File: config.mk
export PLATFORM = sky130hd
export DESIGN_NAME = poll_slot_feedback_sender_unit
export DESIGN_NICKNAME = d
export VERILOG_FILES = /design/src/rtl/psfs_pkg.sv /design/src/rtl/poll_slot_feedback_sender_unit.sv /design/src/rtl/psfs_engine.sv
export SDC_FILE = /design/constraint.sdc
export NUM_CORES = 1
export LEC_CHECK = 0
export BUFFER_PORTS_ARGS = -buffer_cell sky130_fd_sc_hd__buf_4
export CELL_PAD_IN_SITES_DETAIL_PLACEMENT = 0
export CELL_PAD_IN_SITES_GLOBAL_PLACEMENT = 1
export CORE_UTILIZATION = 49
export DETAILED_ROUTE_END_ITERATION = 10
export PLACE_DENSITY_LB_ADDON = 0.1
export SLEW_MARGIN = 20
export SYNTH_ARGS = -nofsm -noshare
export SYNTH_HDL_FRONTEND = slang
export SYNTH_HIERARCHICAL = 1
export SYNTH_SLANG_ARGS = --single-unit
File: constraint.sdc
create_clock -name clock -period 10.2 [get_ports clock]
set_input_delay 0.51 -clock clock [delete_from_list [all_inputs] [get_ports clock]]
set_output_delay 0.51 -clock clock [all_outputs]
set_load 0.02 [all_outputs]
File: src/rtl/psfs_pkg.sv
package psfs_pkg;

   // Field widths fixed by the bus protocol
   localparam int BYTE_WIDTH      = 8;
   localparam int POLICY_WIDTH    = 2;
   localparam int TOTAL_WIDTH     = 16;
   localparam int CSR_ADDR_WIDTH  = 5;
   localparam int CSR_DATA_WIDTH  = 32;
   localparam int IDLE_WIDTH      = 4;

   // Default sizes of the counters
   localparam int DEFAULT_COUNT_WIDTH = 8;
   localparam int DEFAULT_ERROR_WIDTH = 16;

   // Reset values
   localparam logic [BYTE_WIDTH-1:0]   BUS_ADDRESS_RESET  = 8'd0;
   localparam logic [BYTE_WIDTH-1:0]   LAST_COUNT_RESET   = 8'd129;
   localparam logic [BYTE_WIDTH-1:0]   RESYNC_RESET       = 8'd0;
   localparam logic [BYTE_WIDTH-1:0]   COMPARE_SLOT_RESET = 8'd3;

   // Idle tick milestones
   localparam logic [IDLE_WIDTH-1:0] IDLE_FIRST  = 4'd1;
   localparam logic [IDLE_WIDTH-1:0] IDLE_RESYNC = 4'd3;
   localparam logic [IDLE_WIDTH-1:0] IDLE_PARITY = 4'd5;
   localparam logic [IDLE_WIDTH-1:0] IDLE_LOSS   = 4'd7;
   localparam logic [IDLE_WIDTH-1:0] IDLE_MAX    = 4'd15;

   typedef enum logic [1:0] {
      REQ_PULSE = 2'd0,
      REQ_TICK  = 2'd1,
      REQ_LOAD  = 2'd2
   } psfs_req_code_type;

   typedef enum logic [POLICY_WIDTH-1:0] {
      POLICY_IGNORE  = 2'd0,
      POLICY_IF_SENT = 2'd1,
      POLICY_ALWAYS  = 2'd2
   } psfs_policy_type;

   typedef enum logic [2:0] {
      REG_BUS_ADDRESS  = 3'd0,
      REG_LAST_COUNT   = 3'd1,
      REG_RESYNC_VALUE = 3'd2,
      REG_PARITY_POL   = 3'd3,
      REG_PULSE_POL    = 3'd4
   } psfs_reg_type;

   localparam logic [POLICY_WIDTH-1:0] PARITY_POLICY_RESET = POLICY_IF_SENT;
   localparam logic [POLICY_WIDTH-1:0] PULSE_POLICY_RESET  = POLICY_ALWAYS;

   typedef struct packed {
      logic [1:0]            req_type;
      logic [BYTE_WIDTH-1:0] send_byte;
   } psfs_req_type;

   typedef struct packed {
      logic                   tx_valid;
      logic [BYTE_WIDTH-1:0]  tx_byte;
      logic                   cycle_end;
      logic                   link_ok;
      logic                   byte_waiting;
      logic [TOTAL_WIDTH-1:0] parity_error_total;
      logic [TOTAL_WIDTH-1:0] pulse_error_total;
   } psfs_rsp_type;

   typedef struct packed {
      logic [BYTE_WIDTH-1:0]   bus_address;
      logic [BYTE_WIDTH-1:0]   cycle_last_count;
      logic [BYTE_WIDTH-1:0]   resync_value;
      logic [POLICY_WIDTH-1:0] parity_policy;
      logic [POLICY_WIDTH-1:0] pulse_error_policy;
   } psfs_cfg_type;

   // Sync flag after an error under the given policy; unknown codes ignore
   function automatic logic policy_sync(logic [POLICY_WIDTH-1:0] policy,
                                        logic just_sent, logic sync);
      logic result;
      result = sync;
      case (policy)
         POLICY_IF_SENT: result = sync & ~just_sent;
         POLICY_ALWAYS:  result = 1'b0;
         default:        result = sync;
      endcase
      return result;
   endfunction

endpackage

File: src/rtl/poll_slot_feedback_sender_unit.sv
// Channel   Direction  Handshake               Payload
// req       in         req_valid / req_ready   req_data  (psfs_req_type)
// rsp       out        rsp_valid / rsp_ready   rsp_data  (psfs_rsp_type)
// csr       in         psel penable pwrite     paddr pwdata -> prdata (pready tied high)
//
// One item per cycle: a request is worked in one pass through the state
// update logic and its result lands in the output register, or in the skid
// register while rsp is stalled. The skid register holds one result during an
// rsp stall so requests keep flowing; req_ready drops only while it is full.
// Synchronous reset sets all control state and the configuration registers to their reset values.
module poll_slot_feedback_sender_unit #(
   parameter int COUNT_WIDTH       = psfs_pkg::DEFAULT_COUNT_WIDTH,
   parameter int ERROR_COUNT_WIDTH = psfs_pkg::DEFAULT_ERROR_WIDTH
) (
   input  logic                                  clock,
   input  logic                                  reset,
   input  logic                                  req_valid,
   output logic                                  req_ready,
   input  psfs_pkg::psfs_req_type                req_data,
   output logic                                  rsp_valid,
   input  logic                                  rsp_ready,
   output psfs_pkg::psfs_rsp_type                rsp_data,
   input  logic                                  psel,
   input  logic                                  penable,
   input  logic                                  pwrite,
   input  logic [psfs_pkg::CSR_ADDR_WIDTH-1:0]   paddr,
   input  logic [psfs_pkg::CSR_DATA_WIDTH-1:0]   pwdata,
   output logic [psfs_pkg::CSR_DATA_WIDTH-1:0]   prdata,
   output logic                                  pready
);
   import psfs_pkg::*;

   psfs_cfg_type cfg_ff;
   psfs_reg_type reg_index;
   logic         csr_write;

   logic         req_transfer;
   psfs_rsp_type step_rsp;

   logic         out_valid_ff, out_valid_in;
   psfs_rsp_type out_data_ff, out_data_in;
   logic         skid_valid_ff, skid_valid_in;
   psfs_rsp_type skid_data_ff, skid_data_in;

   // Configuration registers
   assign pready    = 1'b1;
   assign reg_index = psfs_reg_type'(paddr[CSR_ADDR_WIDTH-1:2]);
   assign csr_write = psel & penable & pwrite;

   always_ff @(posedge clock) begin
      if (reset) begin
         cfg_ff.bus_address        <= BUS_ADDRESS_RESET;
         cfg_ff.cycle_last_count   <= LAST_COUNT_RESET;
         cfg_ff.resync_value       <= RESYNC_RESET;
         cfg_ff.parity_policy      <= PARITY_POLICY_RESET;
         cfg_ff.pulse_error_policy <= PULSE_POLICY_RESET;
      end else if (csr_write) begin
         case (reg_index)
            REG_BUS_ADDRESS:  cfg_ff.bus_address        <= pwdata[BYTE_WIDTH-1:0];
            REG_LAST_COUNT:   cfg_ff.cycle_last_count   <= pwdata[BYTE_WIDTH-1:0];
            REG_RESYNC_VALUE: cfg_ff.resync_value       <= pwdata[BYTE_WIDTH-1:0];
            REG_PARITY_POL:   cfg_ff.parity_policy      <= pwdata[POLICY_WIDTH-1:0];
            REG_PULSE_POL:    cfg_ff.pulse_error_policy <= pwdata[POLICY_WIDTH-1:0];
            default: begin
            end
         endcase
      end
   end

   always_comb begin
      case (reg_index)
         REG_BUS_ADDRESS:  prdata = CSR_DATA_WIDTH'(cfg_ff.bus_address);
         REG_LAST_COUNT:   prdata = CSR_DATA_WIDTH'(cfg_ff.cycle_last_count);
         REG_RESYNC_VALUE: prdata = CSR_DATA_WIDTH'(cfg_ff.resync_value);
         REG_PARITY_POL:   prdata = CSR_DATA_WIDTH'(cfg_ff.parity_policy);
         REG_PULSE_POL:    prdata = CSR_DATA_WIDTH'(cfg_ff.pulse_error_policy);
         default:          prdata = '0;
      endcase
   end

   // Request path
   assign req_ready    = ~skid_valid_ff;
   assign req_transfer = req_valid & req_ready;

   psfs_engine #(
      .COUNT_WIDTH       (COUNT_WIDTH),
      .ERROR_COUNT_WIDTH (ERROR_COUNT_WIDTH)
   ) u_engine (
      .clock   (clock),
      .reset   (reset),
      .advance (req_transfer),
      .req     (req_data),
      .cfg     (cfg_ff),
      .rsp     (step_rsp)
   );

   // Output register with skid stage
   always_comb begin
      out_valid_in  = out_valid_ff;
      out_data_in   = out_data_ff;
      skid_valid_in = skid_valid_ff;
      skid_data_in  = skid_data_ff;
      if (!out_valid_ff || rsp_ready) begin
         if (skid_valid_ff) begin
            // drain the skid entry first; no transfer can come in this cycle
            out_valid_in  = 1'b1;
            out_data_in   = skid_data_ff;
            skid_valid_in = 1'b0;
         end else begin
            out_valid_in = req_transfer;
            out_data_in  = step_rsp;
         end
      end else if (req_transfer) begin
         skid_valid_in = 1'b1;
         skid_data_in  = step_rsp;
      end
   end

   always_ff @(posedge clock) begin
      if (reset) begin
         out_valid_ff  <= 1'b0;
         skid_valid_ff <= 1'b0;
      end else begin
         out_valid_ff  <= out_valid_in;
         skid_valid_ff <= skid_valid_in;
      end
   end

   always_ff @(posedge clock) begin
      out_data_ff  <= out_data_in;
      skid_data_ff <= skid_data_in;
   end

   assign rsp_valid = out_valid_ff;
   assign rsp_data  = out_data_ff;

endmodule

File: src/rtl/psfs_engine.sv
module psfs_engine #(
   parameter int COUNT_WIDTH       = psfs_pkg::DEFAULT_COUNT_WIDTH,
   parameter int ERROR_COUNT_WIDTH = psfs_pkg::DEFAULT_ERROR_WIDTH
) (
   input  logic                   clock,
   input  logic                   reset,
   input  logic                   advance,
   input  psfs_pkg::psfs_req_type req,
   input  psfs_pkg::psfs_cfg_type cfg,
   output psfs_pkg::psfs_rsp_type rsp
);
   import psfs_pkg::*;

   localparam int CmpWidth = (COUNT_WIDTH > BYTE_WIDTH) ? COUNT_WIDTH : BYTE_WIDTH;

   logic [COUNT_WIDTH-1:0]       pulse_count_ff, pulse_count_in;
   logic [COUNT_WIDTH-1:0]       compare_slot_ff, compare_slot_in;
   logic [COUNT_WIDTH-1:0]       last_tick_count_ff, last_tick_count_in;
   logic [IDLE_WIDTH-1:0]        idle_ticks_ff, idle_ticks_in;
   logic                         sync_ff, sync_in;
   logic                         pending_ff, pending_in;
   logic                         armed_ff, armed_in;
   logic                         sent_ff, sent_in;
   logic                         retry_pulse_ff, retry_pulse_in;
   logic                         retry_parity_ff, retry_parity_in;
   logic [BYTE_WIDTH-1:0]        held_byte_ff, held_byte_in;
   logic [ERROR_COUNT_WIDTH-1:0] parity_err_ff, parity_err_in;
   logic [ERROR_COUNT_WIDTH-1:0] pulse_err_ff, pulse_err_in;

   logic [COUNT_WIDTH-1:0] own_slot;
   logic                   slot_hit;
   logic                   at_wrap;
   logic                   tx_valid;
   logic [BYTE_WIDTH-1:0]  tx_byte;
   logic                   cycle_end;

   assign own_slot = COUNT_WIDTH'(cfg.bus_address);
   assign slot_hit = (pulse_count_ff == compare_slot_ff);
   assign at_wrap  = (CmpWidth'(pulse_count_ff) == CmpWidth'(cfg.cycle_last_count));

   always_comb begin
      pulse_count_in     = pulse_count_ff;
      compare_slot_in    = compare_slot_ff;
      last_tick_count_in = last_tick_count_ff;
      idle_ticks_in      = idle_ticks_ff;
      sync_in            = sync_ff;
      pending_in         = pending_ff;
      armed_in           = armed_ff;
      sent_in            = sent_ff;
      retry_pulse_in     = retry_pulse_ff;
      retry_parity_in    = retry_parity_ff;
      held_byte_in       = held_byte_ff;
      parity_err_in      = parity_err_ff;
      pulse_err_in       = pulse_err_ff;
      tx_valid           = 1'b0;
      tx_byte            = '0;
      cycle_end          = 1'b0;

      case (req.req_type)
         REQ_PULSE: begin
            if (at_wrap) begin
               pulse_count_in = '0;
               cycle_end      = 1'b1;
            end else begin
               pulse_count_in = pulse_count_ff + 1'b1;
            end
            if (slot_hit) begin
               if (armed_ff) begin
                  tx_valid   = 1'b1;
                  tx_byte    = held_byte_ff;
                  pending_in = 1'b0;
                  armed_in   = 1'b0;
                  sent_in    = 1'b1;
               end
               compare_slot_in = own_slot;
            end
         end
         REQ_TICK: begin
            if (pulse_count_ff != last_tick_count_ff) begin
               last_tick_count_in = pulse_count_ff;
               idle_ticks_in      = IDLE_FIRST;
            end else if (idle_ticks_ff != IDLE_MAX) begin
               idle_ticks_in = idle_ticks_ff + 1'b1;
               case (idle_ticks_in)
                  IDLE_RESYNC: begin
                     retry_pulse_in  = sent_ff;
                     retry_parity_in = sent_ff;
                     sent_in         = 1'b0;
                     if (pulse_count_ff == '0) begin
                        sync_in = 1'b1;
                        if (pending_ff && compare_slot_ff == own_slot) begin
                           armed_in = 1'b1;
                        end
                     end else begin
                        // load at once, count the miss only if we were in sync
                        pulse_count_in = COUNT_WIDTH'(cfg.resync_value);
                        if (sync_ff) begin
                           pulse_err_in = pulse_err_ff + 1'b1;
                           sync_in = policy_sync(cfg.pulse_error_policy, sent_ff, sync_ff);
                           if (!sync_in) begin
                              armed_in = 1'b0;
                           end
                        end
                     end
                  end
                  IDLE_PARITY: begin
                     if (sync_ff) begin
                        parity_err_in = parity_err_ff + 1'b1;
                        sync_in = policy_sync(cfg.parity_policy, retry_parity_ff, sync_ff);
                        if (!sync_in) begin
                           armed_in = 1'b0;
                        end
                     end
                  end
                  IDLE_LOSS: begin
                     // signal lost: take back the parity error counted before
                     if (sync_ff) begin
                        parity_err_in = parity_err_ff - 1'b1;
                     end
                     sync_in  = 1'b0;
                     armed_in = 1'b0;
                  end
                  default: begin
                  end
               endcase
            end
         end
         REQ_LOAD: begin
            held_byte_in = req.send_byte;
            pending_in   = 1'b1;
         end
         default: begin
         end
      endcase

      rsp.tx_valid           = tx_valid;
      rsp.tx_byte            = tx_byte;
      rsp.cycle_end          = cycle_end;
      rsp.link_ok            = sync_in;
      rsp.byte_waiting       = pending_in;
      rsp.parity_error_total = TOTAL_WIDTH'(parity_err_in);
      rsp.pulse_error_total  = TOTAL_WIDTH'(pulse_err_in);
   end

   always_ff @(posedge clock) begin
      if (reset) begin
         pulse_count_ff     <= '0;
         compare_slot_ff    <= COUNT_WIDTH'(COMPARE_SLOT_RESET);
         last_tick_count_ff <= '0;
         idle_ticks_ff      <= '0;
         sync_ff            <= 1'b0;
         pending_ff         <= 1'b0;
         armed_ff           <= 1'b0;
         sent_ff            <= 1'b0;
         retry_pulse_ff     <= 1'b0;
         retry_parity_ff    <= 1'b0;
         parity_err_ff      <= '0;
         pulse_err_ff       <= '0;
      end else if (advance) begin
         pulse_count_ff     <= pulse_count_in;
         compare_slot_ff    <= compare_slot_in;
         last_tick_count_ff <= last_tick_count_in;
         idle_ticks_ff      <= idle_ticks_in;
         sync_ff            <= sync_in;
         pending_ff         <= pending_in;
         armed_ff           <= armed_in;
         sent_ff            <= sent_in;
         retry_pulse_ff     <= retry_pulse_in;
         retry_parity_ff    <= retry_parity_in;
         parity_err_ff      <= parity_err_in;
         pulse_err_ff       <= pulse_err_in;
      end
   end

   always_ff @(posedge clock) begin
      if (advance) begin
         held_byte_ff <= held_byte_in;
      end
   end

endmodule

==> impl_metrics.py, run 1 <==
metrics = {
    "run_status": {
        "status": "finished, final reports clean",
    },
    "die": {
        "dieArea_sq_um": 21390,
        "die_height_microns": 146.3,
        "start_util_pct": 50.24,
        "core-area_sq_um": 20300,
        "row_count": 52,
        "fp.dieW_microns": 146.3,
        "io-pin-count": 133,
    },
    "logic_synthesis": {
        "ys_types": 82,
        "avgSynthCellArea_sq_um": 9.999,
        "synthFlopType": "edfxtp_1",
        "synth-edff-count": 96,
        "syn_area_sq_um": 10200,
        "synth-seq-cells": 191,
        "yosys.area_share.simple_pct": 19.32,
        "synth_top_family_by_area": "simple AND/OR/NAND/NOR gates",
        "ys_seq_area_share_pct": 46.91,
        "synth_xor_area_share_pct": 4.466,
        "synth_fa_ha_area_share_pct": 0.9815,
        "synth.area.mux_share_pct": 8.870,
        "yosysWarningCount": 6,
        "synth_compound_gate_area_share_pct": 12.91,
        "syn_inst": 1020,
        "async_reset_ff_share_pct": 0,
    },
    "pwr": {
        "p_leak_nw": 4.253,
        "cellPowerDensity_nw_per_um2": 144.6,
        "ir_drop_mv": 0.1120,
        "power_mw": 1.651,
    },
    "finish": {
        "fin_nets": 1117,
        "multi_input_area_sq_um": 4868,
        "final_common_cell": "edfxtp_1",
        "num_antenna_cells": 0,
        "finalNonFillerCells": 1338,
        "syn2layout_area_growth_pct": 11.96,
        "final.fill_count": 1860,
        "seq_area_sq_um": 4786,
        "final_cell_mix": "edfxtp_1, dfxtp_1, buf_4",
        "drive_gt1_share_pct": 19.94,
    },
    "placement": {
        "gp_routability_congestion": 0.9338,
        "pre_cts_slack_ns": 6.357,
        "port_buffers": 81,
        "hpwl_microns": 16100,
        "dp_cells": 1306,
    },
    "clocking": {
        "cts_root_buf": "clkbuf_16",
        "clk_transition_reported_paths_ns": 0.08,
        "cts_buffers": 17,
        "cts_tree": "yes",
        "cts_resized": 0,
        "post-cts-setup-buffers": 0,
        "htreeDepth": 4,
        "cts_sinks": 191,
        "hold_buffers": 0,
        "cts_buffer_depth": 2,
        "clock_latency_ns": 0.44,
    },
    "drt": {
        "finalWirelength_microns": 23870,
        "drt_iter0_drc": 568,
        "vias": 7692,
        "firstDrtPassIters": 4,
        "wire_per_inst_microns": 17.84,
        "drtAntennaViolNets": 0,
        "avgViaCountPerCell": 5.749,
        "drc_errors": 0,
    },
    "global_routing": {
        "gr-total-overflow": 0,
        "grt_start_max_net_pins": 61,
        "grt_use_total_pct": 22.57,
        "grt_pass1_wl_microns": 38390,
        "antenna_found_initial": 0,
        "first_global_vias": 7129,
    },
    "critical_path": {
        "critPathLaunchType": "flip-flop",
        "worst-path-buf-inv": 0,
        "critPathMaxFanout": 11,
        "arrival_ns": 3.99,
        "crit_chain": "ha_1 -> or3b_2 -> o31a_1 -> nor2_1 -> nand4_1 -> o31ai_1 -> o31ai_1 -> mux2_2",
        "max_stage_delay_ns": 0.57,
        "critPathRequiredTime_ns": 10.39,
        "crit_family": "simple AND/OR/NAND/NOR gates",
        "crit_type": "reg2reg",
        "crit_path_frequent_cell": "o31ai_1",
        "crit_path_end_kind": "flip-flop",
        "slowest_stage": "nand4_1",
    },
    "timing": {
        "finalHoldViolations": 0,
        "clock_skew_ns": 0.01317,
        "period_needed_ns": 3.798,
        "period_share_pct": 37.24,
        "grt_setup_unrepaired": "no",
        "maxSlewHeadroom_pct": 34.88,
        "max_slew.worst_pin.slew_ns": 0.9767,
        "setup_slack_ns": 6.402,
        "hold_ws_ns": 0.2445,
        "clock.fmax_ghz": 0.2633,
        "slew_violations": 0,
        "setup_tns_ns": 0,
        "setup_viol": 0,
    },
    "flow_run": {
        "cap_violations": 0,
    },
    "min_path": {
        "hold_class": "in2reg",
    },
}
worst reg2reg max path, cell delays in order, from the launching register on:
cell     delay [ns]
dfxtp_1        0.52
ha_1           0.40
or3b_2         0.50
o31a_1         0.27
nor2_1         0.50
nand4_1        0.57
o31ai_1        0.40
o31ai_1        0.14
mux2_2         0.28
final timing paths:
path                                                             start  cells after the start  slack (ns)                               endpoint
worst max-delay path            u_engine/idle_ticks_ff[1]$_SDFFE_PP0P_                      8        6.40                 rsp_data[25]$_DFFE_PN_
worst min register to register   u_engine/retry_parity_ff$_SDFFE_PP0P_                      2        0.45  u_engine/retry_parity_ff$_SDFFE_PP0P_
worst min-delay path                                       req_data[3]                      1        0.24     u_engine/held_byte_ff[3]$_DFFE_PP_
worst max register to register  u_engine/idle_ticks_ff[1]$_SDFFE_PP0P_                      8        6.40                 rsp_data[25]$_DFFE_PN_
area by class of cell:
type	count	area share (%)
Tap cell	270	2.959
Clock buffer	17	3.726
Clock inverter	15	1.896
Timing Repair Buffer	92	6.049
Sequential cell	191	41.91
Multi-Input combinational cell	728	42.64
Inverter	25	0.8218
cells by family (layout without fill, tap and decap cells):
kind of cell | count (synthesis) | count (layout)
AOI/OAI and AO/OA | 205 | 205
xor gates and xnor gates | 52 | 52
adders and majority gates | 8 | 8
buffers and inverters | 124 | 149
DFF | 191 | 191
muxes | 83 | 83
other | 2 | 25
and+or+nand+nor | 355 | 355
sequential cells by signal (all words and copies together), names as in the netlist:
register and flops:
u_engine/sent_ff 1, u_engine/pulse_err_ff 16, rsp_data 44, u_engine/idle_ticks_ff 4, u_engine/sync_ff 1, u_engine/retry_parity_ff 1
u_engine/last_tick_count_ff 8, cfg_ff 28, u_engine/armed_ff 1, rsp_valid 1, u_engine/pending_ff 1, u_engine/parity_err_ff 16
u_engine/pulse_count_ff 8, skid_data_ff 44, skid_valid_ff 1, u_engine/held_byte_ff 8, u_engine/compare_slot_ff 8
where the power goes:
part	internal, mW	switching, mW	leakage [nW]
Combinational	0.0382	0.0759	2.21
Sequential	0.819	0.00693	1.74
Clock	0.379	0.332	0.304
through the flow:
stage,area (sq um),util (%)
final,11420,56.25
after global routing,11420,56.25
after CTS,11410,56.21
after detailed placement,10770,53.05
after global placement,10760,53.02
after floorplan,10280,-
cells in the mapped netlist, types with 6 or more instances:
cell,n,share of area (%)
o31ai_1,15,1.1
nor4_1,13,0.80
and4_1,6,0.52
buf_4,30,2.2
nand2_1,75,2.8
a32oi_1,6,0.52
or2b_2,12,1.0
nand2b_1,14,0.86
or4_1,12,0.88
buf_2,19,0.93
xor2_1,32,2.7
or2_2,9,0.55
mux2i_1,36,3.5
nor2b_1,12,0.74
xnor2_1,20,1.7
nand3_1,41,2.0
and3_1,14,0.86
or3_1,9,0.55
and2_1,14,0.86
a31oi_1,8,0.49
o21ai_0,48,2.4
ha_1,8,0.98
buf_6,6,0.66
a21oi_1,63,3.1
nor2_1,58,2.1
mux2_2,46,5.1
nor3_1,25,1.2
inv_1,25,0.92
edfxtp_1,96,28
clkbuf_1,38,1.4
dfxtp_1,95,19
o22ai_1,7,0.43
nand4_1,14,0.86
layer usage:
layer | track usage [%] | share of wire, %
met5 | 0 | 0
met4 | 7.187 | 1.6
met3 | 2.406 | 2.8
met2 | 38.38 | 49
met1 | 30.13 | 47
(Power assumes the default switching activity.)
==> run 2, diff against run 1 <==
Settings changed: CORE_UTILIZATION 49 to 41.
Clock period 10.2 ns to 3.06 ns, I/O delays scaled along.
==> impl_metrics.py, run 2 (same netlist as run 1, synthesis figures left out) <==
metrics = {
    "pwr": {
        "clkPwrFrac_pct": 42.5,
        "pwr-share-comb_pct": 7.5,
        "netSwitchingPower_mw": 1.419,
        "ir_drop_mv": 0.3009,
        "cellPowerDensity_nw_per_um2": 462.3,
        "swShare_pct": 25.76,
        "p_seq_share_pct": 49.9,
        "p_leak_nw": 4.512,
        "power.internal_mw": 4.090,
    },
    "timing": {
        "finalHoldViolations": 0,
        "setup_tns_ns": 0,
        "period_needed_ns": 2.849,
        "setup_viol": 0,
        "grt_setup_unrepaired": "no",
        "clock.fmax_ghz": 0.3511,
        "max_slew.worst_pin.slew_ns": 0.9589,
        "clock_skew_ns": 0.01351,
        "slew_violations": 0,
        "maxSlewHeadroom_pct": 36.08,
        "period_share_pct": 93.09,
    },
    "die": {
        "die_height_microns": 159.7,
        "start_util_pct": 41.81,
        "row_count": 57,
        "core-area_sq_um": 24390,
        "dieArea_sq_um": 25510,
        "fp.dieW_microns": 159.7,
        "io-pin-count": 133,
    },
    "drt": {
        "drtAntennaViolNets": 0,
        "wire_per_inst_microns": 17.91,
        "firstDrtPassIters": 5,
        "vias": 7803,
        "drt_iter0_drc": 388,
        "drc_errors": 0,
        "avgViaCountPerCell": 5.407,
        "finalWirelength_microns": 25840,
    },
    "finish": {
        "final_common_cell": "buf_4",
        "finalNonFillerCells": 1443,
        "num_antenna_cells": 0,
        "syn2layout_area_growth_pct": 16.84,
        "final_core_util_pct": 48.86,
        "final.fill_count": 2388,
        "drive_gt1_share_pct": 21.98,
        "final_cell_mix": "buf_4, edfxtp_1, dfxtp_1",
        "fin_nets": 1168,
    },
    "global_routing": {
        "first_global_vias": 7538,
        "grt_use_total_pct": 20.63,
        "gr-total-overflow": 0,
        "grt_start_max_net_pins": 53,
        "antenna_found_initial": 0,
        "grt_pass1_wl_microns": 41500,
    },
    "min_path": {
        "hold_class": "in2reg",
        "hp-start": "req_valid",
    },
    "clocking": {
        "clock_latency_ns": 0.44,
        "cts_root_buf": "clkbuf_16",
        "cts_sinks": 191,
        "cts_buffer_depth": 2,
        "htreeDepth": 4,
        "cts_buffers": 17,
        "clk_transition_reported_paths_ns": 0.08,
        "cts_tree": "yes",
    },
    "critical_path": {
        "max_stage_delay_ns": 0.61,
        "crit_path_end_kind": "flip-flop",
        "rrSetupSlack_ns": 0.21,
        "arrival_ns": 3.04,
        "critPathLaunchType": "flip-flop",
        "cp-startpoint": "u_engine/idle_ticks_ff[1]$_SDFFE_PP0P_",
        "crit_chain": "ha_1 -> and2_1 -> a41o_1 -> nand2b_1 -> or4_1 -> buf_12 -> nor3_1 -> xor2_1 -> mux2_2",
        "rr_startpoint": "u_engine/idle_ticks_ff[1]$_SDFFE_PP0P_",
        "critPathRequiredTime_ns": 3.25,
        "crit_type": "reg2reg",
        "worst-path-buf-inv": 1,
        "crit_family": "simple AND/OR/NAND/NOR gates",
        "slowest_stage": "or4_1",
        "critPathMaxFanout": 34,
    },
    "run_status": {
        "status": "finished, final reports clean",
    },
    "placement": {
        "gp_routability_congestion": 0.8587,
        "hpwl_microns": 17610,
        "port_buffers": 81,
        "dp_cells": 1395,
    },
    "flow_run": {
        "cap_violations": 0,
    },
}
run 2: through the flow:
| stage | hold slack [ns] | power, mW | instance area (sq um) | worst slack [ns] |
|---|---|---|---|---|
| detailed placement | 0.3325 | 3.212 | 11120 | 0.1244 |
| global route | 0.03469 | 5.709 | 11920 | 0.006875 |
| finish | 0.02455 | 5.509 | 11920 | 0.2114 |
| CTS | 0.01559 | 5.585 | 11910 | 0.09818 |
| global placement | 0.3320 | 3.211 | 11120 | 0.1548 |
| floorplan | 0.2519 | 3.073 | 10300 | 0.08193 |
run 2: timing repair:
action | 4_1_cts | 5_1_grt
buffers inserted | 0 | 0
hold endpoints to repair | 18 | 0
gates resized for setup | 0 | 1
endpoints found under the setup margin | 0 | 2
hold buffers | 16 | 0
run 2: worst min-delay path, cell delays in order:
cell and delay [ns]:
buf_4 0.10, nor2_1 0.05, a21oi_1 0.12
run 2: path summary, 6_finish.rpt:
kind                                           endpoint  depth (start not counted)
setup / recovery                 rsp_data[13]$_DFFE_PN_                          9
hold reg to reg   u_engine/retry_parity_ff$_SDFFE_PP0P_                          2
hold / removal                   rsp_valid$_SDFFE_PP0N_                          3
setup reg to reg                 rsp_data[13]$_DFFE_PN_                          9
run 2: layer usage:
layer / vias to the layer above / part of all wire, % / global-route usage [%]
met4: 0 / 1.6 / 6.337
met5: - / 0 / 0
li1: 3867 / - / -
met2: 151 / 49 / 35.13
met3: 29 / 2.9 / 2.494
met1: 3756 / 46 / 27.29
run 2: final cells by class:
type	instances	area, sq um	area share, %
Multi-Input combinational cell	728	4867	40.84
Sequential cell	191	4786	40.16
Timing Repair Buffer	143	1139	9.555
Clock buffer	18	439.2	3.685
Tap cell	324	405.4	3.402
Clock inverter	14	186.4	1.564
Inverter	25	93.84	0.7875
run 2: power by group through the flow:
stage / clock (mW) / combinational (mW) / sequential [mW]
3_5_place_dp: 0 / 0.401 / 2.81
5_1_grt: 2.51 / 0.447 / 2.76
2_1_floorplan: 0 / 0.223 / 2.85
4_1_cts: 2.42 / 0.418 / 2.75
6_report: 2.34 / 0.415 / 2.75
3_3_place_gp: 0 / 0.401 / 2.81
